--- config.mk ---
export PLATFORM = sky130hd
export DESIGN_NAME = sust_cell
export DESIGN_NICKNAME = d
export VERILOG_FILES = /design/src/design/sorted_unique_set_table_defines.svh /design/src/design/sust_pkg.sv /design/src/design/sust_cell.sv
export SDC_FILE = /design/constraint.sdc
export NUM_CORES = 1
export LEC_CHECK = 0
export BUFFER_PORTS_ARGS = -buffer_cell sky130_fd_sc_hd__buf_2
export CAP_MARGIN = 0
export CORE_MARGIN = 1
export CORE_UTILIZATION = 28
export DETAILED_ROUTE_END_ITERATION = 8
export PLACE_DENSITY = 0.57
export SLEW_MARGIN = 20
export SYNTH_ARGS = -nofsm -noshare
export SYNTH_HDL_FRONTEND = slang
export SYNTH_SLANG_ARGS = --single-unit
--- constraint.sdc ---
create_clock -name clock -period 6.6 [get_ports clock]
set_input_delay 0.66 -clock clock [delete_from_list [all_inputs] [get_ports clock]]
set_output_delay 0.66 -clock clock [all_outputs]
set_load 0.05 [all_outputs]
--- src/design/sorted_unique_set_table_defines.svh ---
// Assertion macros for the sorted set table RTL.
// No dependencies; included by sust_ctrl, the module that carries assertions.
`ifndef SORTED_UNIQUE_SET_TABLE_DEFINES_SVH
`define SORTED_UNIQUE_SET_TABLE_DEFINES_SVH

// Same-cycle implication, checked on every rising clock edge outside reset.
`define SUST_ASSERT_NOW(lbl, ante, cons, msg) \
   lbl: assert property (@(posedge clock) disable iff (reset) (ante) |-> (cons)) \
      else $error(msg);

// Next-cycle implication, checked on every rising clock edge outside reset.
`define SUST_ASSERT_NEXT(lbl, ante, cons, msg) \
   lbl: assert property (@(posedge clock) disable iff (reset) (ante) |=> (cons)) \
      else $error(msg);

`endif

--- src/design/sust_pkg.sv ---
// Types and codes for the sorted set table.
// No dependencies; used by every module of the block.
package sust_pkg;

   // Request operation codes.
   typedef enum logic [2:0] {
      OP_INSERT = 3'd0,
      OP_REMOVE = 3'd1,
      OP_TEST   = 3'd2,
      OP_CLEAR  = 3'd3,
      OP_READ   = 3'd4
   } op_type;

   // Result status codes.
   typedef enum logic [1:0] {
      ST_OK        = 2'd0,
      ST_FULL      = 2'd1,
      ST_BAD_INDEX = 2'd2
   } status_type;

   // Where a travelling token stands in its walk down the row.
   typedef enum logic [1:0] {
      PH_SEEK  = 2'd0,
      PH_SHIFT = 2'd1,
      PH_DONE  = 2'd2
   } phase_type;

   // Controller states.
   typedef enum logic [1:0] {
      S_IDLE = 2'd0,
      S_RUN  = 2'd1,
      S_WAIT = 2'd2
   } state_type;

   // Number of distinct read positions the request can name.
   localparam int POS_SPAN = 256;

   typedef struct packed {
      logic [2:0]  operation;
      logic [15:0] value;
      logic [7:0]  position;
   } req_type;

   typedef struct packed {
      logic        found;
      logic [8:0]  entry_count;
      logic [15:0] read_value;
      logic [15:0] largest_seen;
      logic [1:0]  status;
   } rsp_type;

   // Control part of the token that walks the row of cells.
   typedef struct packed {
      logic      live;
      op_type    op;
      phase_type phase;
      logic      found;
      logic [7:0] pos;
   } tok_ctl_type;

endpackage

--- src/design/sust_cell.sv ---
// One cell of the sorted set row: holds one entry and its valid bit.
// Depends on sust_pkg; instantiated in a chain by sorted_unique_set_table.
module sust_cell #(
   parameter int VAL_W      = 16,
   parameter int CELL_INDEX = 0
) (
   input  logic                  clock,
   input  logic                  reset,
   input  logic                  clear_all,
   input  sust_pkg::tok_ctl_type tok_ctl_in,
   input  logic [VAL_W-1:0]      tok_val_in,
   input  logic [VAL_W-1:0]      tok_carry_in,
   input  logic [VAL_W-1:0]      tok_rd_in,
   input  logic [VAL_W-1:0]      next_entry,
   input  logic                  next_valid,
   output logic [VAL_W-1:0]      entry,
   output logic                  entry_valid,
   output sust_pkg::tok_ctl_type tok_ctl_out,
   output logic [VAL_W-1:0]      tok_val_out,
   output logic [VAL_W-1:0]      tok_carry_out,
   output logic [VAL_W-1:0]      tok_rd_out
);
   import sust_pkg::*;

   logic [VAL_W-1:0] entry_ff, entry_in;
   logic             valid_ff, valid_in;
   tok_ctl_type      tok_ctl_ff, tok_ctl_in_nx;
   logic [VAL_W-1:0] tok_val_ff;
   logic [VAL_W-1:0] tok_carry_ff, tok_carry_in_nx;
   logic [VAL_W-1:0] tok_rd_ff, tok_rd_in_nx;
   logic             less, equal, pos_hit;

   assign less    = valid_ff && (entry_ff < tok_val_in);
   assign equal   = valid_ff && (entry_ff == tok_val_in);
   assign pos_hit = (CELL_INDEX < POS_SPAN) && (tok_ctl_in.pos == 8'(CELL_INDEX));

   always_comb begin
      entry_in        = entry_ff;
      valid_in        = valid_ff;
      tok_ctl_in_nx   = tok_ctl_in;
      tok_carry_in_nx = tok_carry_in;
      tok_rd_in_nx    = tok_rd_in;
      if (tok_ctl_in.live) begin
         case (tok_ctl_in.op) inside
            OP_INSERT: begin
               if (tok_ctl_in.phase == PH_SEEK) begin
                  if (equal) begin
                     tok_ctl_in_nx.found = 1'b1;
                     tok_ctl_in_nx.phase = PH_DONE;
                  end else if (!less) begin
                     // This is the sorted slot: take the new value, push ours on.
                     entry_in            = tok_val_in;
                     valid_in            = 1'b1;
                     tok_carry_in_nx     = entry_ff;
                     tok_ctl_in_nx.phase = valid_ff ? PH_SHIFT : PH_DONE;
                  end
               end else if (tok_ctl_in.phase == PH_SHIFT) begin
                  entry_in        = tok_carry_in;
                  valid_in        = 1'b1;
                  tok_carry_in_nx = entry_ff;
                  if (!valid_ff) begin
                     tok_ctl_in_nx.phase = PH_DONE;
                  end
               end
            end
            OP_REMOVE: begin
               if (tok_ctl_in.phase == PH_SEEK) begin
                  if (equal) begin
                     tok_ctl_in_nx.found = 1'b1;
                     tok_ctl_in_nx.phase = PH_SHIFT;
                     entry_in            = next_entry;
                     valid_in            = next_valid;
                  end else if (!less) begin
                     tok_ctl_in_nx.phase = PH_DONE;
                  end
               end else if (tok_ctl_in.phase == PH_SHIFT) begin
                  // The neighbor has not seen this token yet, so it still
                  // holds its old entry.
                  entry_in = next_entry;
                  valid_in = next_valid;
                  if (!next_valid) begin
                     tok_ctl_in_nx.phase = PH_DONE;
                  end
               end
            end
            OP_TEST, OP_CLEAR: begin
               if (tok_ctl_in.phase == PH_SEEK) begin
                  if (equal) begin
                     tok_ctl_in_nx.found = 1'b1;
                     tok_ctl_in_nx.phase = PH_DONE;
                  end else if (!less) begin
                     tok_ctl_in_nx.phase = PH_DONE;
                  end
               end
            end
            OP_READ: begin
               if (pos_hit && valid_ff) begin
                  tok_rd_in_nx = entry_ff;
               end
            end
            default: begin
            end
         endcase
      end
      if (clear_all) begin
         valid_in = 1'b0;
      end
   end

   always_ff @(posedge clock) begin
      if (reset) begin
         valid_ff   <= 1'b0;
         tok_ctl_ff <= '0;
      end else begin
         valid_ff   <= valid_in;
         tok_ctl_ff <= tok_ctl_in_nx;
      end
      entry_ff     <= entry_in;
      tok_val_ff   <= tok_val_in;
      tok_carry_ff <= tok_carry_in_nx;
      tok_rd_ff    <= tok_rd_in_nx;
   end

   assign entry         = entry_ff;
   assign entry_valid   = valid_ff;
   assign tok_ctl_out   = tok_ctl_ff;
   assign tok_val_out   = tok_val_ff;
   assign tok_carry_out = tok_carry_ff;
   assign tok_rd_out    = tok_rd_ff;

endmodule

* After elaboration in Yosys (flattened, before gate mapping) *
Cells that the tools add are included.

storage, ports and cells
  input bits = 83
  register bits = 80
  bits in latches = 0
  bits in read-only memories = 0
  logic and storage cells = 80
  memories = 0
  output and inout port bits = 80
  bits in writable memories = 0

cells by class
  div/mod/pow operators = 0
  bitwise logic cells = 0
  $lt $le $gt $ge = 1
  $add $sub $neg = 0
  reduce and logical (&&, ||, !) cells = 11
  shifts and indexed selects = 0
  equal/unequal tests = 9
  mux-type cells = 49
  multiply operators = 0

operators with widths
  operator              number
  $mux W16              21
  $mux W2               12
  $eq A16 B16 Y1        1
  $lt A16 B16 Y1        1
  $mux W3               5
  $mux W1               11
  $ne A3 B3 Y1 const B  3
  $logic_not A8 Y1      1
  $eq A3 B2 Y1 const B  2
  $reduce_and A6 Y1     1
  $reduce_bool A2 Y1    2
  $reduce_or A2 Y1      2
  $eq A3 B1 Y1 const B  1
  $eq A3 B3 Y1 const B  1
  $logic_and A1 B1 Y1   3
  $logic_not A3 Y1      1
  $eq A2 B1 Y1 const B  1
  $logic_not A2 Y1      1

* Depth between registers and ports, before layout *
  depth in word-level cells = 9
  mapped depth = 10
  gate-level depth less buffers = 8

* Worst setup path after synthesis *
OpenSTA, ideal clock, no wires.

  path type = register to register
  start point = register entry_ff[15], in the netlist entry[15]
  end point = register entry_ff[0], in the netlist entry[0], enable pin
  stages on the path, launching flop included = 9
  buffers on the path = 1
  setup slack = 3.704 ns
  library setup time = 0.374 ns
  period minus slack after synthesis = 2.896 ns
  arrival time = 2.523 ns
  path through = edfxtp_1 -> ha_1 -> nand4_1 -> nor3_2 -> a21bo_1 -> and4b_1 -> buf_6 -> o211ai_1 -> and2_1

on the way
  cells in the longest elaborated chain, start to end = 4
  elaborated cells between the ends (all ways) = 8
  classes of those cells = 1 x order compare; 4 x eq/ne; 3 x reduce/logical

RTL lines
  element                                                  line                              text
  from (decl)                                              sust_cell.sv:25                   logic [VAL_W-1:0] entry_ff, entry_in;
  from (signal assigned)                                   sust_cell.sv:118                  entry_ff <= entry_in;
  $lt A16 B16 Y1 / $eq A16 B16 Y1 (equally long branches)  sust_cell.sv:33, sust_cell.sv:34
  $logic_and A1 B1 Y1, on equally long branches            sust_cell.sv:33, sust_cell.sv:34
  $ne A3 B3 Y1 (no line)                                   n/a
  $reduce_and A6 Y1 (no line) *                            n/a

Every way passes the cells marked *; elsewhere a longest branch is shown, timed or not.
A chain may end at the register's enable or synchronous reset.

* Final worst setup path *
Ends and elaborated chain as after synthesis.

==> metrics.yaml <==
start_util_pct: 28.8
cts_buffers: 9
switching_share_pct: 29.1
cts-root-buf: "clkbuf_16"
cts_tree: "done"
final.min_clock_period_ps: 3150
globalRoute.totalOverflow: 0
synth_edf_count: 16
r2r_start: "entry[15]$_DFFE_PP_"
layout_common_cells: "buf_2, dfxtp_1, nand2_1, nor2b_1, o21ai_0"
rows: 42
path_cells: "ha_1, nand4_1, nor3_2, and4_1, o211ai_1, and2_1"
hold_path.class: "in2reg"
reg2reg_depth: 6
cp_max_fo: 20
fin_crit_sh_pct: 47.8
ios: 163
dr.pass1.iters: 4
crit_cells: 6
critical_path_required_ps: 6580
r2r_setup_slack_ps: 3450
fin_tns_setup_ps: 0
path_delay_family: "simple AND/OR/NAND/NOR gates"
max_stage_delay_ps: 810
r2r-end: "entry[0]$_DFFE_PP_"
yosysSeqAreaShare_pct: 46.0
fp.dieW_um: 119
maxSlewViolCount: 0
nFillCells: 1372
critPathCaptureType: "flop"
intPower_uw: 881
synthCells: 381
crit_path_end: "entry[0]$_DFFE_PP_"
ant_nets: 0
status: "finished, final reports clean"
drc_errors: 0
viasPerCell: 4.90
setup_viol: 0
syn2layout_area_growth_pct: 32.1
critPathKind: "reg2reg"
finalPower_uw: 1240
rsz0062_at_grt: "false"
ir_drop_mv: 0.114
worst_ep_arrival_time_ps: 3130
clock_skew_ps: 6.24
critPathLaunch: "entry[15]$_DFFE_PP_"
die_h_um: 119
grt_start_max_net_pins: 40
p_clk_share_pct: 39.0
port_buffers: 162
drv_cap: 0
syn_area_um2: 3830
cp_slowest_cell: "and4_1"
die_area_um2: 14100
core_area_um2: 13300
synth_cell_types: 46
final_common_cell: "buf_2"
p_leak_uw: 0.00231
wl_per_cell_um: 16.1
p_per_area_nw_per_um2: 246
grt_pass1_vias: 3414
async_flop_share_pct: 0
p_seq_share_pct: 42.9
clock-sinks: 80
drtIter0Drc: 193
grt_pass1_wl_um: 17500
post-cts-setup-buffers: 0
via_count: 3507
synth_nets: 480
nets: 632
relSlewSlack_pct: 30.2
path_clk_slew_ps: 60
worst-path-buf-inv: 0
clk_path_buf_depth: 2
synth_ff_type: "dfxtp_1"
syn_area_per_cell_um2: 10.0
ctsResizeCount: 0
synth-seq-cells: 80
antenna_found_initial: 1
dpl.hpwl_um: 8270
pwr-share-comb_pct: 18.1
timing.fmax_mhz: 317
place_congestion: 0.807
wl_um: 11500
synth_warnings: 0
cts_max_level: 3
drive_gt1_share_pct: 37.9
hold_viol: 0
cp-start-kind: "flop"
post-route-util_pct: 38.0
grt_usage_pct: 16.5
hold_buffers: 0
clock_latency_ps: 340
tightest_slew_ps: 1050
p_sw_uw: 361
[cell type report]
cell class | instances | area (um2) | area share (%)
clock buffers | 14 | 275 | 5.45
clock inverters | 2 | 12.5 | 0.248
inverters | 18 | 67.6 | 1.34
flip-flops and latches | 80 | 1760 | 34.9
repair buffers | 165 | 833 | 16.5
diodes | 1 | 2.50 | 0.0495
well taps | 176 | 220 | 4.36
multi-input cells | 259 | 1880 | 37.2
[synth_stat cells, types with 2 or more instances]
library cell,count,share of area (%)
and3_1,15,2.5
nor2_1,7,0.69
nand4_1,4,0.65
nand3_1,19,2.5
a21oi_1,9,1.2
ha_1,16,5.2
nand2b_1,2,0.33
buf_6,2,0.59
nand2_1,38,3.7
a221oi_1,17,3.9
inv_1,18,1.8
clkbuf_1,14,1.4
mux2_2,7,2.1
dfxtp_1,64,33
o21ai_0,23,3.0
nor3_1,2,0.26
nor2b_1,30,4.9
buf_4,2,0.39
or3_1,2,0.33
and2_1,4,0.65
o211ai_1,19,3.7
buf_2,6,0.78
mux2i_1,16,4.2
edfxtp_1,16,13
mux2_4,8,3.1
[metal layers]
layer	global-route usage (%)	wire length, um	vias to the layer above
li1	-	-	1698
met1	20.1	5090	1645
met2	26.5	5380	152
met3	5.75	863	12
met4	6.41	177	0
met5	0	0	-
[stage by stage]
stage / cell area [um2] / setup WS (ps) / instances / hold WS (ps)
detailed placement: 4760 / 3140 / 698 / 607
floorplan: 3830 / 3700 / 381 / 688
finish: 5050 / 3450 / 715 / 445
global placement: 4760 / 3220 / 698 / 583
global route: 5050 / 3210 / 714 / 434
CTS: 5050 / 3400 / 714 / 429
[logic make-up (layout without fill, tap and decap cells)]
kind of cell,after synthesis,after routing,share of synthesized area (%)
DFF,80,80,46.0
muxes,31,31,9.39
other,0,1,0
adders and majority gates,16,16,5.23
and+or+nand+nor,133,133,19.4
buffers and inverters,42,199,4.90
AOI/OAI and AO/OA,79,79,15.0
[how the worst min path moves through the flow]
stage               slack (ps)                 endpoint  depth (start not counted)                start
floorplan                  690   tok_val_out[0]$_DFF_P_                          0        tok_val_in[0]
CTS                        430   tok_val_out[4]$_DFF_P_                          1        tok_val_in[4]
global route               430   tok_val_out[7]$_DFF_P_                          1        tok_val_in[7]
detailed placement         610   tok_rd_out[11]$_DFF_P_                          1  entry[11]$_DFFE_PP_
global placement           580   tok_rd_out[10]$_DFF_P_                          1  entry[10]$_DFFE_PP_
finish                     450  tok_val_out[10]$_DFF_P_                          1       tok_val_in[10]
[state kept, by name, indices dropped and copies added (netlist names)]
name	count
tok_val_out	16
tok_ctl_out	15
entry	16
tok_carry_out	16
tok_rd_out	16
entry_valid	1
[power groups by stage]
stage | Clock (uW) | Sequential, uW | Combinational [uW]
floorplan | 0 | 631 | 63.5
global placement | 0 | 544 | 223
detailed placement | 0 | 544 | 226
CTS | 500 | 534 | 227
global route | 521 | 535 | 241
finish | 484 | 533 | 225
(Power assumes the default switching activity.)
