**config.mk**
```make
export PLATFORM = sky130hd
export DESIGN_NAME = sust_ctrl
export DESIGN_NICKNAME = d
export VERILOG_FILES = /design/src/design/sust_pkg.sv /design/src/design/sust_ctrl.sv
export VERILOG_INCLUDE_DIRS = /design/src /design/src/design
export SDC_FILE = /design/constraint.sdc
export NUM_CORES = 1
export LEC_CHECK = 0
export ABC_CLOCK_PERIOD_IN_PS = 9800
export BUFFER_PORTS_ARGS = -buffer_cell sky130_fd_sc_hd__buf_4
export CAP_MARGIN = 25
export CORE_MARGIN = 5
export CORE_UTILIZATION = 35
export DETAILED_ROUTE_END_ITERATION = 6
export HOLD_SLACK_MARGIN = 0.03
export PLACE_DENSITY = 0.66
export SLEW_MARGIN = 20
export SYNTH_ARGS = -nofsm -noshare
export SYNTH_HDL_FRONTEND = slang
export SYNTH_SLANG_ARGS = --single-unit
```
**constraint.sdc**
```tcl
create_clock -name clock -period 9.8 [get_ports clock]
set_clock_uncertainty 0.2 [all_clocks]
set_input_delay 1.96 -clock clock [delete_from_list [all_inputs] [get_ports clock]]
set_output_delay 1.96 -clock clock [all_outputs]
set_load 0.01 [all_outputs]
```
**src/design/sorted_unique_set_table_defines.svh**
```systemverilog
// Assertion macros for the sorted set table RTL.
// No dependencies; included by sust_ctrl, the module that carries assertions.
`ifndef SORTED_UNIQUE_SET_TABLE_DEFINES_SVH
`define SORTED_UNIQUE_SET_TABLE_DEFINES_SVH

// Same-cycle implication, checked on every rising clock edge outside reset.
`define SUST_ASSERT_NOW(lbl, ante, cons, msg) \
   lbl: assert property (@(posedge clock) disable iff (reset) (ante) |-> (cons)) \
      else $error(msg);

// Next-cycle implication, checked on every rising clock edge outside reset.
`define SUST_ASSERT_NEXT(lbl, ante, cons, msg) \
   lbl: assert property (@(posedge clock) disable iff (reset) (ante) |=> (cons)) \
      else $error(msg);

`endif

```
**src/design/sust_pkg.sv**
```systemverilog
// Types and codes for the sorted set table.
// No dependencies; used by every module of the block.
package sust_pkg;

   // Request operation codes.
   typedef enum logic [2:0] {
      OP_INSERT = 3'd0,
      OP_REMOVE = 3'd1,
      OP_TEST   = 3'd2,
      OP_CLEAR  = 3'd3,
      OP_READ   = 3'd4
   } op_type;

   // Result status codes.
   typedef enum logic [1:0] {
      ST_OK        = 2'd0,
      ST_FULL      = 2'd1,
      ST_BAD_INDEX = 2'd2
   } status_type;

   // Where a travelling token stands in its walk down the row.
   typedef enum logic [1:0] {
      PH_SEEK  = 2'd0,
      PH_SHIFT = 2'd1,
      PH_DONE  = 2'd2
   } phase_type;

   // Controller states.
   typedef enum logic [1:0] {
      S_IDLE = 2'd0,
      S_RUN  = 2'd1,
      S_WAIT = 2'd2
   } state_type;

   // Number of distinct read positions the request can name.
   localparam int POS_SPAN = 256;

   typedef struct packed {
      logic [2:0]  operation;
      logic [15:0] value;
      logic [7:0]  position;
   } req_type;

   typedef struct packed {
      logic        found;
      logic [8:0]  entry_count;
      logic [15:0] read_value;
      logic [15:0] largest_seen;
      logic [1:0]  status;
   } rsp_type;

   // Control part of the token that walks the row of cells.
   typedef struct packed {
      logic      live;
      op_type    op;
      phase_type phase;
      logic      found;
      logic [7:0] pos;
   } tok_ctl_type;

endpackage

```
**src/design/sust_ctrl.sv**
```systemverilog
// Controller of the sorted set table: request and response registers,
// entry count, largest value and the token that is sent down the cell row.
// Depends on sust_pkg and sorted_unique_set_table_defines.svh.
`include "sorted_unique_set_table_defines.svh"
module sust_ctrl #(
   parameter int CAPACITY = 256,
   parameter int VAL_W    = 16
) (
   input  logic                  clock,
   input  logic                  reset,
   input  logic                  req_valid,
   output logic                  req_stall,
   input  sust_pkg::req_type     req_data,
   output logic                  rsp_valid,
   input  logic                  rsp_stall,
   output sust_pkg::rsp_type     rsp_data,
   output sust_pkg::tok_ctl_type head_ctl,
   output logic [VAL_W-1:0]      head_val,
   input  sust_pkg::tok_ctl_type tail_ctl,
   input  logic [VAL_W-1:0]      tail_rd,
   output logic                  clear_all
);
   import sust_pkg::*;

   localparam int CNT_BITS = $clog2(CAPACITY + 1);

   state_type            state_ff, state_in;
   req_type              req_ff;
   logic [CNT_BITS-1:0]  count_ff, count_in;
   logic [VAL_W-1:0]     largest_ff, largest_in;
   rsp_type              pend_ff, pend_in;
   logic                 rsp_valid_ff, rsp_valid_in;
   rsp_type              rsp_data_ff;
   tok_ctl_type          tok_ctl_ff, tok_ctl_in;
   logic [VAL_W-1:0]     tok_val_ff;
   logic [VAL_W-1:0]     req_val;
   logic                 accept, tail_done, rsp_free, load_rsp, table_full;
   op_type               req_op, cur_op;
   status_type           status_val;
   logic [VAL_W-1:0]     rd_val;

   assign rsp_free   = !rsp_valid_ff || !rsp_stall;
   assign table_full = (count_ff == CNT_BITS'(CAPACITY));
   assign req_val    = req_data.value[VAL_W-1:0];
   assign req_op     = op_type'(req_data.operation);
   assign cur_op     = op_type'(req_ff.operation);

   // Next state.
   always_comb begin
      state_in = state_ff;
      unique case (state_ff)
         S_IDLE: begin
            if (req_valid) begin
               state_in = S_RUN;
            end
         end
         S_RUN: begin
            if (tail_ctl.live) begin
               state_in = S_WAIT;
            end
         end
         S_WAIT: begin
            if (rsp_free) begin
               state_in = S_IDLE;
            end
         end
         default: begin
            state_in = S_IDLE;
         end
      endcase
   end

   // State outputs.
   always_comb begin
      req_stall = 1'b1;
      tail_done = 1'b0;
      load_rsp  = 1'b0;
      unique case (state_ff)
         S_IDLE: begin
            req_stall = 1'b0;
         end
         S_RUN: begin
            tail_done = tail_ctl.live;
         end
         S_WAIT: begin
            load_rsp = rsp_free;
         end
         default: begin
         end
      endcase
   end

   assign accept    = req_valid && !req_stall;
   assign clear_all = tail_done && (cur_op == OP_CLEAR);

   // Token launch.
   always_comb begin
      tok_ctl_in = '0;
      if (accept) begin
         tok_ctl_in.live  = 1'b1;
         // An insert into a full table only looks the value up.
         tok_ctl_in.op    = (req_op == OP_INSERT && table_full) ? OP_TEST : req_op;
         tok_ctl_in.phase = PH_SEEK;
         tok_ctl_in.found = 1'b0;
         tok_ctl_in.pos   = req_data.position;
      end
   end

   // Completion: update count and largest, build the response.
   always_comb begin
      count_in   = count_ff;
      largest_in = largest_ff;
      status_val = ST_OK;
      rd_val     = '0;
      pend_in    = pend_ff;
      if (tail_done) begin
         case (cur_op)
            OP_INSERT: begin
               if (!tail_ctl.found) begin
                  if (table_full) begin
                     status_val = ST_FULL;
                  end else begin
                     count_in = count_ff + CNT_BITS'(1);
                     if (req_ff.value[VAL_W-1:0] > largest_ff) begin
                        largest_in = req_ff.value[VAL_W-1:0];
                     end
                  end
               end
            end
            OP_REMOVE: begin
               if (tail_ctl.found) begin
                  count_in = count_ff - CNT_BITS'(1);
               end
            end
            OP_CLEAR: begin
               count_in   = '0;
               largest_in = '0;
            end
            OP_READ: begin
               if (32'(req_ff.position) >= 32'(count_ff)) begin
                  status_val = ST_BAD_INDEX;
               end else begin
                  rd_val = tail_rd;
               end
            end
            default: begin
            end
         endcase
         pend_in.found = (cur_op == OP_INSERT || cur_op == OP_REMOVE ||
                          cur_op == OP_TEST || cur_op == OP_CLEAR) && tail_ctl.found;
         pend_in.entry_count  = 9'(count_in);
         pend_in.read_value   = 16'(rd_val);
         pend_in.largest_seen = 16'(largest_in);
         pend_in.status       = status_val;
      end
   end

   always_comb begin
      rsp_valid_in = rsp_valid_ff;
      if (load_rsp) begin
         rsp_valid_in = 1'b1;
      end else if (!rsp_stall) begin
         rsp_valid_in = 1'b0;
      end
   end

   always_ff @(posedge clock) begin
      if (reset) begin
         state_ff     <= S_IDLE;
         count_ff     <= '0;
         largest_ff   <= '0;
         rsp_valid_ff <= 1'b0;
         tok_ctl_ff   <= '0;
      end else begin
         state_ff     <= state_in;
         count_ff     <= count_in;
         largest_ff   <= largest_in;
         rsp_valid_ff <= rsp_valid_in;
         tok_ctl_ff   <= tok_ctl_in;
      end
      if (accept) begin
         req_ff     <= req_data;
         tok_val_ff <= req_val;
      end
      pend_ff <= pend_in;
      if (load_rsp) begin
         rsp_data_ff <= pend_ff;
      end
   end

   assign head_ctl  = tok_ctl_ff;
   assign head_val  = tok_val_ff;
   assign rsp_valid = rsp_valid_ff;
   assign rsp_data  = rsp_data_ff;

   `SUST_ASSERT_NOW(a_tail_only_when_running, tail_ctl.live, state_ff == S_RUN,
      "token reached the end of the row while no request was running")
   `SUST_ASSERT_NOW(a_count_in_range, 1'b1, count_ff <= CNT_BITS'(CAPACITY),
      "entry count exceeds capacity")
   `SUST_ASSERT_NEXT(a_count_moves_at_end, !tail_done, $stable(count_ff),
      "entry count changed outside request completion")

endmodule

```
Word level (Yosys, flattened, before mapping). Index checks and enable logic that the tools add are counted.

Bits in registers: 158. Bits of input ports: 62. Output and inout bits: 78. Logic and storage cells: 80.

Add/sub/neg operators: 2. $lt $le $gt $ge: 2. Eq/ne operators: 11. Multiplexer cells: 23. Bitwise logic cells: 2. Reductions and logical operators: 17.

Operator list (count): $mux 16 (3); $pmux 16 s2 (1); $mux 9 (3); $pmux 9 s3 (1); $gt 16x16->1 (1); $mux 15 (1); $add 9x1->9 const B (1); $eq 9x9->1 const B (1); $ge 8x9->1 (1); $sub 9x1->9 const B (1); $mux 2 (4); $mux 1 (7); $eq 3x2->1 const B (2); $logic_not 3->1 (2); $ne 2x2->1 const B (3); $pmux 2 s3 (1); $logic_and 1x1->1 (4); $logic_or 1x1->1 (4); $pmux 2 s2 (1); $reduce_or 2->1 (2); $eq 3x1->1 const B (1); $eq 3x3->1 const B (1); $mux 3 (1); $reduce_and 3->1 (1); 7 further kinds (9).

Longest topological paths before layout.
Word-level depth: 5. Gate-level depth with buffers: 10.

Worst setup path after synthesis. OpenSTA, ideal clock, no wires.

Path kind: input -> output. Start: in tail_ctl[14] (netlist name). End: out clear_all. Data arrival time: 2.809 ns. Required time: 7.640 ns. Path slack: 4.831 ns. Stages: 5. Path buffers: 2. Path through: nand2_1 or2_2 clkbuf_1 clkbuf_1 nor2_1.

Longest elaborated chain between the ends: 2.

RTL lines: start: declaration (line sust_ctrl.sv:19) `input sust_pkg::tok_ctl_type tail_ctl,`; $mux 1 (line sust_ctrl.sv:78) `unique case (state_ff)`; $logic_and 1x1->1 (line sust_ctrl.sv:94) `assign clear_all = tail_done && (cur_op == OP_CLEAR);`; end: declaration (line sust_ctrl.sv:21) `output logic clear_all`.

Every way passes these cells.

Final worst setup path. Same ends and word-level chain as after synthesis.

==> results.tsv <==
metric	value	unit
Synth Cell Area	6680	um2
pin count of the biggest net entering global routing	38	
Worst Setup End Kind	output pin	
internal power	1.12	mW
#FFs+latches synth	155	
Synth Flop Type	edfxtp_1	
post-cts sizing count	0	
WP buf/inv	2	
Pre-Repair DR Iteration Count	4	
Inserted Clock Buffers	17	
DR WL/cell	17.9	um
Netlist cell types	57	
final layout net count	715	
# hold bufs at CTS	0	
I/O Pins	140	
Initial Util	0.356	
global-route wire length before repair	24.7	mm
antenna cell count	0	
Worst setup SP type	primary input	
Crit-path slowest cell	or2_2	
Critical Path Start	tail_ctl[14]	
min-delay src	pend_ff[20]$_SDFFCE_PP0P_	
CTS tree	built	
Worst EP arrival	2.90	ns
RSZ-0062 raised after global routing	false	
CP dominant cell by count	buf_4	
syn_area_per_cell	12.7	um2
CP delay by family, top	simple AND/OR/NAND/NOR gates	
area grow syn2layout	24.0	%
CORE AREA	18800	um2
actual slew at the worst max-slew pin	1.01	ns
starting DRC count in detailed routing	305	
GP Congestion	0.794	
static leakage	3.16	nW
clock latency on the worst-skew pair	0.42	ns
routed wire length	15.7	mm
area share of the largest cell type after synthesis	0.517	
cell chain of the critical path	buf_4 -> nand2_1 -> or2_2 -> nor2_1 -> buf_4	
cell count after synthesis	524	
Total GRT Usage	0.144	
Switch Pwr	373	uW
cell area after placement	7710	um2
fmax	198	MHz
RR Startpoint	head_val[15]$_DFFE_PP_	
outcome	completed	
Final Hold Vio Count	0	
Die Ht	148	um
H-tree Lvls	4	
Post-DRT Antenna Nets	0	
setup TNS	0	ns
top-count cell post-synth	edfxtp_1	
die area	21900	um2
ranking of synthesized cells by area	edfxtp_1 52%, dfxtp_1 12%, ha_1 4.9%, a21oi_1 2.8%, o32ai_2 2.7%	
total number of yosys warnings	0	
Avg Vias per Cell	5.09	
HP Class	register to register	
GRT Residual Overflow	0	
Cell Pwr Density	180	nW/um2
Rel. slew slack	0.324	
Die X	148	um
crit path max fanout	18	
vias in the first global route	4656	
CTS Buffer Depth	2	
# DRC	0	
Vias	4449	
Max stage delay on crit path	0.46	ns
Tcrit/Tclk final	0.516	
Design Area, Final	8280	um2
Clock Power Share	0.416	
sequential-to-total area share from yosys stat	0.637	
max-cap violation count	0	
Setup-failing EPs final	0	
required time of the critical path	7.64	ns
share of layout cells above drive strength 1	0.311	
port buffer count	123	
post-DP HPWL	10.9	mm
Setup CP Type	primary input to output pin	
number of enable flip-flop cells after synthesis	115	
clock sinks	155	
antenna violations before repair	0	
Final Slew Violations	0	
Tmin final	5.06	ns
Async SR Flop Fraction	0	
Seq pwr share	0.502	
Root Buffer	clkbuf_16	
worst IR drop on VDD	0.118	mV
synth cell count leaders	115 x edfxtp_1, 43 x nand2_1, 40 x dfxtp_1, 37 x a21oi_1, 30 x inv_1	
row count	50	
sw frac	0.251	
clock slew at reported path FFs	0.07	ns
Combinational Power Share	0.082	
post-synth top area cell	edfxtp_1	
Post-CTS Setup Inserts	0	
[power by group through the flow]
stage	clock (mW)	combinational (mW)	sequential, mW
2_1_floorplan	0	0.0746	0.757
3_3_place_gp	0	0.118	0.761
3_5_place_dp	0	0.124	0.762
4_1_cts	0.636	0.124	0.748
5_1_grt	0.665	0.136	0.750
6_report	0.619	0.123	0.748
[worst paths after layout]
path                                               end  slack (ns)  cells after the start
worst max register to register   pend_ff[17]$_DFFE_PP_        6.37                      7
worst max-delay path                         clear_all        4.74                      5
worst min register to register  rsp_data[20]$_DFFE_PP_        0.21                      0
worst min-delay path            rsp_data[20]$_DFFE_PP_        0.21                      0
[flip-flops by register name, summed over array words and instances, names as in the netlist]
| register | cells |
|---|---|
| pend_ff | 44 |
| rsp_data | 44 |
| head_val | 16 |
| largest_ff | 16 |
| head_ctl | 12 |
| count_ff | 9 |
| req_ff | 8 |
| cur_op | 3 |
| state_ff | 2 |
| rsp_valid | 1 |
[metrics by stage]
stage          hold slack (ns)  power, mW   util  cells  setup WS (ns)
2_1_floorplan            0.200      0.832      -    526           4.83
3_3_place_gp             0.201      0.879  0.409    840           4.75
3_5_place_dp             0.205      0.886  0.411    841           4.74
4_1_cts                  0.219       1.51  0.440    873           4.73
5_1_grt                  0.221       1.55  0.441    874           4.69
6_report                 0.214       1.49  0.441    874           4.74
[logic make-up (layout without fill, tap and decap cells)]
logic type                 Yosys count  count (layout)  synth area share
AOI/OAI and AO/OA                  100             100             0.113
xor gates and xnor gates             1               1           0.00131
DFF                                155             155             0.637
adders and majority gates           26              26            0.0487
buffers and inverters               78             192            0.0570
muxes                               19              19            0.0313
other                                1               3          0.000562
and+or+nand+nor                    144             144             0.111
[final cells by class]
type | instances | area, um2
clock inverter | 15 | 129
sequential | 155 | 4250
multi-input combinational | 293 | 2070
timing repair buffer | 128 | 988
fill | 1755 | 10500
clock buffer | 17 | 425
tap | 234 | 293
inverter | 32 | 120
[per-layer routing]
layer	track usage	wire length [um]	vias to the layer above
met5	0	0	-
met4	0.0490	223	0
met3	0.0399	789	15
met2	0.258	8330	114
met1	0.167	6310	2196
li1	-	-	2124
[cell usage in the layout, fill, tap and decap left out, types with 3 or more instances in the layout]
cell type,n
or2_2,3
clkinv_4,4
nor4_1,5
mux2i_1,4
nor2b_1,4
buf_4,126
edfxtp_1,115
inv_1,29
clkinv_1,3
a21oi_1,36
ha_1,26
o32ai_2,11
dfxtp_1,40
o32ai_1,6
o211ai_1,5
nand2_1,43
a211oi_1,3
nor2_1,25
a21o_1,3
mux2_2,15
nor3_1,10
and2_1,17
o21a_1,3
o21ai_0,13
inv_6,6
conb_1,3
nand4_1,5
nand3_1,6
and3_1,12
clkbuf_16,17
[worst reg2reg max path, cell delays in order, from the launching register on]
cell,delay (ns)
edfxtp_1,0.47
ha_1,0.38
nand4_2,0.16
or4_4,0.56
a21oi_2,0.12
nor3_1,0.09
nor2_2,0.76
mux2_2,0.44
No activity file was read; power rests on OpenSTA's default activity.
